<file path="src/hdl/jdzc_pkg.sv">
// shared widths, codes and reset values of the joystick dead-zone cursor
package jdzc_pkg;

    localparam int SAMPLE_W = 10;
    localparam int POS_W    = 10;
    localparam int SPEED_W  = 11;
    localparam int CFG_IDX_W = 3;

    // offset divided by 16 is a right shift by this amount
    localparam int STEP_SHIFT = 4;
    localparam int STEP_W     = SAMPLE_W - STEP_SHIFT;

    // input operations
    typedef enum logic
    {
        OP_SAMPLE = 1'b0,
        OP_READ   = 1'b1
    } op_t;

    // configuration register indexes
    typedef enum logic [CFG_IDX_W-1:0]
    {
        REG_REST_X    = 3'd0,
        REG_REST_Y    = 3'd1,
        REG_DEAD_ZONE = 3'd2,
        REG_LIMIT_X   = 3'd3,
        REG_LIMIT_Y   = 3'd4
    } reg_idx_t;

    // reset values of the configuration registers
    localparam logic [SAMPLE_W-1:0] REST_X_RST    = 10'd512;
    localparam logic [SAMPLE_W-1:0] REST_Y_RST    = 10'd512;
    localparam logic [SAMPLE_W-1:0] DEAD_ZONE_RST = 10'd16;
    localparam logic [POS_W-1:0]    LIMIT_X_RST   = 10'd799;
    localparam logic [POS_W-1:0]    LIMIT_Y_RST   = 10'd479;

    // axis select codes
    localparam logic AXIS_X = 1'b0;
    localparam logic AXIS_Y = 1'b1;

endpackage

</file>
<file path="src/hdl/joystick_dead_zone_cursor.sv">
// joystick dead-zone cursor: center, dead zone, velocity and clamped cursor per axis sample
//
// Each sample item belongs to the axis that the block selects itself, starting
// with X and alternating after every sample; a read item only clears the motion
// flag. The block takes one item per clock cycle while in_stall is low and gives
// one result item per input item: the item is captured in an input register,
// the offset, dead-zone, step and clamp logic works on the held item and
// writes the cursor state and the result register together. The result
// register holds a stalled result while the input register keeps accepting
// until both are full. Configuration writes are always ready and take effect
// for items processed after the write.
module joystick_dead_zone_cursor
    import jdzc_pkg::*;
(
    input  logic                   clk,
    input  logic                   rst_n,
    // input item channel
    input  logic                   in_valid,
    output logic                   in_stall,
    input  logic                   opcode,
    input  logic [SAMPLE_W-1:0]    sample,
    // result item channel
    output logic                   out_valid,
    input  logic                   out_stall,
    output logic [POS_W-1:0]       cursor_x,
    output logic [POS_W-1:0]       cursor_y,
    output logic signed [SPEED_W-1:0] speed_x,
    output logic signed [SPEED_W-1:0] speed_y,
    output logic                   motion_pending,
    output logic                   next_axis,
    // configuration write channel
    input  logic                   cfg_valid,
    output logic                   cfg_ready,
    input  logic [CFG_IDX_W-1:0]   cfg_index,
    input  logic [SAMPLE_W-1:0]    cfg_data
);

    // configuration registers
    logic [SAMPLE_W-1:0] rest_x_reg;
    logic [SAMPLE_W-1:0] rest_y_reg;
    logic [SAMPLE_W-1:0] dead_zone_reg;
    logic [POS_W-1:0]    limit_x_reg;
    logic [POS_W-1:0]    limit_y_reg;

    // input stage
    logic                s1_valid_reg;
    op_t                 s1_op_reg;
    logic [SAMPLE_W-1:0] s1_sample_reg;

    // cursor state
    logic [POS_W-1:0]          pos_x_reg, pos_x_next;
    logic [POS_W-1:0]          pos_y_reg, pos_y_next;
    logic signed [SPEED_W-1:0] vel_x_reg, vel_x_next;
    logic signed [SPEED_W-1:0] vel_y_reg, vel_y_next;
    logic                      axis_sel_reg, axis_sel_next;
    logic                      flag_reg, flag_next;

    // result stage
    logic                      out_valid_reg;
    logic [POS_W-1:0]          cursor_x_reg;
    logic [POS_W-1:0]          cursor_y_reg;
    logic signed [SPEED_W-1:0] speed_x_reg;
    logic signed [SPEED_W-1:0] speed_y_reg;
    logic                      motion_reg;
    logic                      axis_out_reg;

    // datapath
    logic [SAMPLE_W-1:0]       center;
    logic signed [SPEED_W-1:0] offset;
    logic                      off_neg;
    logic [SAMPLE_W-1:0]       mag;
    logic                      in_dead;
    logic [SAMPLE_W-1:0]       adj_mag;
    logic [STEP_W-1:0]         step_mag;
    logic signed [POS_W+1:0]   step;
    logic [POS_W-1:0]          pos_cur;
    logic [POS_W-1:0]          limit;
    logic signed [POS_W+1:0]   pos_sum;
    logic [POS_W-1:0]          pos_clamped;
    logic signed [SPEED_W-1:0] vel_new;

    // handshake
    logic out_load;
    logic s1_load;

    assign out_load  = s1_valid_reg && (!out_valid_reg || !out_stall);
    assign s1_load   = in_valid && !in_stall;
    assign in_stall  = s1_valid_reg && !out_load;
    assign cfg_ready = 1'b1;

    // configuration writes, unknown indexes ignored
    always_ff @(posedge clk or negedge rst_n)
    begin
        if (!rst_n)
        begin
            rest_x_reg    <= REST_X_RST;
            rest_y_reg    <= REST_Y_RST;
            dead_zone_reg <= DEAD_ZONE_RST;
            limit_x_reg   <= LIMIT_X_RST;
            limit_y_reg   <= LIMIT_Y_RST;
        end
        else if (cfg_valid && cfg_ready)
        begin
            case (cfg_index)
                REG_REST_X:    rest_x_reg    <= cfg_data;
                REG_REST_Y:    rest_y_reg    <= cfg_data;
                REG_DEAD_ZONE: dead_zone_reg <= cfg_data;
                REG_LIMIT_X:   limit_x_reg   <= cfg_data;
                REG_LIMIT_Y:   limit_y_reg   <= cfg_data;
                default:       ;
            endcase
        end
    end

    // input register
    always_ff @(posedge clk or negedge rst_n)
    begin
        if (!rst_n)
        begin
            s1_valid_reg <= 1'b0;
        end
        else if (s1_load)
        begin
            s1_valid_reg <= 1'b1;
        end
        else if (out_load)
        begin
            s1_valid_reg <= 1'b0;
        end
    end

    always_ff @(posedge clk)
    begin
        if (s1_load)
        begin
            s1_op_reg     <= op_t'(opcode);
            s1_sample_reg <= sample;
        end
    end

    // offset from center and dead zone, worked on the magnitude
    always_comb
    begin
        center  = (axis_sel_reg == AXIS_Y) ? rest_y_reg : rest_x_reg;
        offset  = $signed({1'b0, s1_sample_reg}) - $signed({1'b0, center});
        off_neg = offset[SPEED_W-1];
        mag     = off_neg ? SAMPLE_W'(-offset) : SAMPLE_W'(offset);
        in_dead = (mag < dead_zone_reg);
        adj_mag = in_dead ? '0 : (mag - dead_zone_reg);
        // truncation toward zero: shift the magnitude, then restore the sign
        step_mag = adj_mag[SAMPLE_W-1:STEP_SHIFT];
        step     = off_neg ? -$signed({2'b00, {(POS_W-STEP_W){1'b0}}, step_mag})
                           :  $signed({2'b00, {(POS_W-STEP_W){1'b0}}, step_mag});
        // velocity is the negated shrunk offset
        vel_new  = off_neg ? $signed({1'b0, adj_mag}) : -$signed({1'b0, adj_mag});
    end

    // position update and clamp to 0..limit
    always_comb
    begin
        pos_cur = (axis_sel_reg == AXIS_Y) ? pos_y_reg : pos_x_reg;
        limit   = (axis_sel_reg == AXIS_Y) ? limit_y_reg : limit_x_reg;
        pos_sum = $signed({2'b00, pos_cur}) + step;
        if (pos_sum < 0)
        begin
            pos_clamped = '0;
        end
        else if (pos_sum > $signed({2'b00, limit}))
        begin
            pos_clamped = limit;
        end
        else
        begin
            pos_clamped = pos_sum[POS_W-1:0];
        end
    end

    // next cursor state
    always_comb
    begin
        pos_x_next    = pos_x_reg;
        pos_y_next    = pos_y_reg;
        vel_x_next    = vel_x_reg;
        vel_y_next    = vel_y_reg;
        axis_sel_next = axis_sel_reg;
        flag_next     = flag_reg;
        case (s1_op_reg)
            OP_READ:
            begin
                flag_next = 1'b0;
            end
            OP_SAMPLE:
            begin
                if (!in_dead)
                begin
                    flag_next = 1'b1;
                end
                if (axis_sel_reg == AXIS_Y)
                begin
                    pos_y_next = pos_clamped;
                    vel_y_next = vel_new;
                end
                else
                begin
                    pos_x_next = pos_clamped;
                    vel_x_next = vel_new;
                end
                axis_sel_next = !axis_sel_reg;
            end
            default:
            begin
                flag_next = flag_reg;
            end
        endcase
    end

    // cursor state registers
    always_ff @(posedge clk or negedge rst_n)
    begin
        if (!rst_n)
        begin
            pos_x_reg    <= '0;
            pos_y_reg    <= '0;
            vel_x_reg    <= '0;
            vel_y_reg    <= '0;
            axis_sel_reg <= AXIS_X;
            flag_reg     <= 1'b0;
        end
        else if (out_load)
        begin
            pos_x_reg    <= pos_x_next;
            pos_y_reg    <= pos_y_next;
            vel_x_reg    <= vel_x_next;
            vel_y_reg    <= vel_y_next;
            axis_sel_reg <= axis_sel_next;
            flag_reg     <= flag_next;
        end
    end

    // result register
    always_ff @(posedge clk or negedge rst_n)
    begin
        if (!rst_n)
        begin
            out_valid_reg <= 1'b0;
        end
        else if (out_load)
        begin
            out_valid_reg <= 1'b1;
        end
        else if (!out_stall)
        begin
            out_valid_reg <= 1'b0;
        end
    end

    always_ff @(posedge clk)
    begin
        if (out_load)
        begin
            cursor_x_reg <= pos_x_next;
            cursor_y_reg <= pos_y_next;
            speed_x_reg  <= vel_x_next;
            speed_y_reg  <= vel_y_next;
            motion_reg   <= flag_next;
            axis_out_reg <= axis_sel_next;
        end
    end

    assign out_valid      = out_valid_reg;
    assign cursor_x       = cursor_x_reg;
    assign cursor_y       = cursor_y_reg;
    assign speed_x        = speed_x_reg;
    assign speed_y        = speed_y_reg;
    assign motion_pending = motion_reg;
    assign next_axis      = axis_out_reg;

    // stall toward the source only with a held item in the input stage
    a_stall_needs_item: assert property (@(posedge clk) disable iff (!rst_n)
        in_stall |-> s1_valid_reg)
        else $error("input stalled with empty input stage");

    // every processed item shows up as a result
    a_load_gives_result: assert property (@(posedge clk) disable iff (!rst_n)
        out_load |=> out_valid_reg)
        else $error("processed item produced no result");

    // a sample flips the axis, a read keeps it
    a_sample_flips_axis: assert property (@(posedge clk) disable iff (!rst_n)
        (out_load && s1_op_reg == OP_SAMPLE) |=> (axis_sel_reg != $past(axis_sel_reg)))
        else $error("sample did not switch axis");

    a_read_keeps_axis: assert property (@(posedge clk) disable iff (!rst_n)
        (out_load && s1_op_reg == OP_READ) |=> (axis_sel_reg == $past(axis_sel_reg))
            && !flag_reg)
        else $error("read changed axis or left the motion flag set");

    // the shrunk offset never reaches the most negative code
    a_speed_range: assert property (@(posedge clk) disable iff (!rst_n)
        out_valid_reg |-> (speed_x_reg != 11'sh400) && (speed_y_reg != 11'sh400))
        else $error("velocity out of range");

endmodule
</file>
<file path="config.mk">
export PLATFORM = sky130hd
export DESIGN_NAME = joystick_dead_zone_cursor
export DESIGN_NICKNAME = d
export VERILOG_FILES = /design/src/hdl/jdzc_pkg.sv /design/src/hdl/joystick_dead_zone_cursor.sv
export SDC_FILE = /design/constraint.sdc
export NUM_CORES = 1
export LEC_CHECK = 0
export BUFFER_PORTS_ARGS = -buffer_cell sky130_fd_sc_hd__clkbuf_2
export CAP_MARGIN = 10
export CORE_MARGIN = 8
export CORE_UTILIZATION = 44
export DETAILED_ROUTE_END_ITERATION = 7
export GPL_TIMING_DRIVEN = 0
export MAX_ROUTING_LAYER = met4
export PLACE_DENSITY = 0.61
export SYNTH_ARGS = -nofsm -noshare
export SYNTH_HDL_FRONTEND = slang
export SYNTH_SLANG_ARGS = --single-unit
</file>
<file path="constraint.sdc">
create_clock -name clk -period 12.35 [get_ports clk]
set_input_delay 2.47 -clock clk [delete_from_list [all_inputs] [get_ports clk]]
set_output_delay 2.47 -clock clk [all_outputs]
set_load 0.01 [all_outputs]
</file>
==> impl_metrics.json <==
{
  "status": "finished clean",
  "ys_ff_latch": 151,
  "synth_cell_types": 67,
  "setup_tns_ns": 0,
  "fillers": 1677,
  "via_per_inst": 5.33,
  "period_share_pct": 92.6,
  "cp_slowest_stage_delay_ns": 0.61,
  "r2r_cells": 40,
  "rsz0062_at_grt": "false",
  "core-area_mm2": 0.0187,
  "worstPathMaxFanout": 10,
  "die_x_um": 154,
  "nets": 951,
  "syn_nets": 857,
  "grt_pass1_vias": 5993,
  "synth_seq_area_share_pct": 48.5,
  "final_antenna_net_count": 0,
  "syn_area_per_cell_um2": 10.8,
  "maxCapViolations": 0,
  "dieArea_mm2": 0.0238,
  "synth_area_leaders": "dfrtp_1 (23%), edfxtp_1 (20%), mux2_2 (9.1%)",
  "synth_top_area_share_pct": 23.2,
  "crit_arrival_ns": 11.59,
  "cts-root-buf": "clkbuf_16",
  "final_cell_mix": "nand2_1 (113), o21ai_0 (83), dfrtp_1 (78), clkbuf_2 (76), mux2_2 (68)",
  "drive_above_1_share_pct": 24.3,
  "fin_crit_ns": 11.43,
  "clkTransAtPathRegs_ns": 0.06,
  "fmax_mhz": 87.5,
  "final-seq-area_mm2": 0.00408,
  "pre_cts_ws_ns": 0.0456,
  "ys_warn_count": 0,
  "critical_path_required_ns": 12.50,
  "worstMarginPinSlew_ns": 0.864,
  "dp_hpwl_um": 14400,
  "postSynthCellCount": 781,
  "drc_errors": 0,
  "yosysTopAreaCell": "dfrtp_1",
  "grt_pass1_wl_um": 31900,
  "hold-path-cell-count": 2,
  "endpoint_kind": "register",
  "drt_iter0_markers": 251,
  "finalSetupViolCount": 0,
  "fin_util_pct": 51.8,
  "drtPass1Iterations": 4,
  "synth_flop_cell": "dfrtp_1",
  "cts_setup_buffers": 0,
  "areaGrowthSynthToFinish_pct": 15.3,
  "syn_area_mm2": 0.00841,
  "grt_overflow": 0,
  "core.rowCount": 50,
  "fin_ws_ns": 0.917,
  "routedWlPerCell_um": 17.3,
  "multi_input_area_mm2": 0.00412,
  "cts_buffers": 17,
  "cts_hold_buffers": 0,
  "grt_start_max_net_pins": 53,
  "synth_edf_count": 55,
  "io_buffers": 74,
  "initial_core_util_pct": 45.0,
  "critPathLaunchType": "register",
  "routed_wl_um": 19400,
  "min_path_type": "register to register",
  "h-tree-depth": 4,
  "antenna_found_initial": 0,
  "place.gp.congestion": 0.827,
  "antenna_cells": 0,
  "clk_latency_ns": 0.42,
  "final_common_cell": "nand2_1",
  "cp_common_cell": "ha_1",
  "crit_path_top_delay_cell": "dfrtp_1",
  "path_class": "register to register",
  "cts_resized": 0,
  "synth-async-reset-ratio_pct": 63.6,
  "track_usage_pct": 17.3,
  "cts_tree": "yes",
  "die_h_um": 154,
  "dr_total_vias": 5985,
  "clk_path_buf_depth": 2,
  "clock_skew_ns": 0.0176,
  "hold_viol_final": 0,
  "clock-sinks": 151,
  "io_pins": 76,
  "slew_headroom_pct": 42.4,
  "drv_slew": 0
}
-- kinds of logic (layout without fill, tap and decap cells) --
logic type                 after synthesis  in the layout  synth area share [%]
other                                    1              1                0.0446
xor gates and xnor gates                37             37                  4.08
buffers and inverters                   58            165                  2.63
muxes                                   94             94                  12.5
AOI/OAI and AO/OA                      181            181                  13.3
and+or+nand+nor                        212            212                  11.7
adders and majority gates               47             47                  7.26
DFF                                    151            151                  48.5
-- layout make-up --
class | count | share of cell area [%]
Clock inverter | 10 | 0.981
Clock buffer | 22 | 4.79
Inverter | 33 | 1.28
Tap cell | 234 | 3.02
Sequential cell | 151 | 42.0
Buffer | 24 | 1.01
Timing Repair Buffer | 76 | 4.34
Multi-Input combinational cell | 572 | 42.5
-- final timing paths --
check / start / endpoint / slack (ns)
max reg2reg: axis_sel_reg$_DFFE_PN0P_ / cursor_y[8]$_DFFE_PP_ / 0.92
min in group asynchronous: rst_n / limit_y_reg[5]$_DFFE_PN0P_ / 2.12
min reg2reg: vel_x_reg[0]$_DFFE_PN0P_ / vel_x_reg[0]$_DFFE_PN0P_ / 0.48
max in group asynchronous: rst_n / dead_zone_reg[4]$_DFFE_PN1P_ / 9.48
max: axis_sel_reg$_DFFE_PN0P_ / cursor_y[8]$_DFFE_PP_ / 0.92
min: vel_x_reg[0]$_DFFE_PN0P_ / vel_x_reg[0]$_DFFE_PN0P_ / 0.48
-- metal layers --
metal  vias up  routed length [um]  track usage (%)
met5         -                   0                -
met4         0                 232             5.97
met3        14                 818             3.26
met2       117                8910             26.4
met1      2861                9460             22.7
li1       2993                   -                -
-- metrics by stage --
stage / cells / cell area (um^2) / hold slack (ns)
3_5_place_dp: 1091 / 9130 / 0.462
3_3_place_gp: 1089 / 9070 / 0.460
4_1_cts: 1123 / 9690 / 0.478
2_1_floorplan: 781 / 8410 / 0.446
5_1_grt: 1122 / 9690 / 0.512
6_report: 1122 / 9690 / 0.477
-- critical path, delay by kind of cell, from the launching register on --
kind / cells / cell delay [ns]
flops: 1 / 0.61
compound gates: 14 / 3.35
xor+xnor: 2 / 0.42
fa+ha+maj: 6 / 1.93
buf+inv: 7 / 2.22
simple gates: 8 / 1.33
mux: 3 / 1.30
-- synth_stat cells, types with 3 or more instances --
| cell type | instances |
|---|---|
| xor2_1 | 15 |
| or3_1 | 3 |
| a21oi_1 | 26 |
| inv_1 | 31 |
| ha_1 | 44 |
| edfxtp_1 | 55 |
| o21a_1 | 6 |
| and3_1 | 4 |
| mux2_2 | 68 |
| and2_1 | 3 |
| nor2b_1 | 9 |
| a31oi_1 | 10 |
| nand3_1 | 13 |
| nor2_1 | 33 |
| dfrtp_1 | 78 |
| o21ai_0 | 83 |
| a22o_1 | 8 |
| nand2_1 | 113 |
| or2_2 | 4 |
| xnor2_1 | 21 |
| dfstp_2 | 18 |
| clkbuf_1 | 21 |
| nand4_1 | 4 |
| mux2_4 | 3 |
| nor3_1 | 3 |
| nand2b_1 | 12 |
| a21o_1 | 8 |
| o21ai_1 | 7 |
| buf_1 | 3 |
| mux2i_1 | 22 |
| fa_1 | 3 |
| o211ai_1 | 3 |
Power is left out: the tool's default activity adds up to more than one toggle a clock period on the data nets, which glitch-free logic cannot reach.
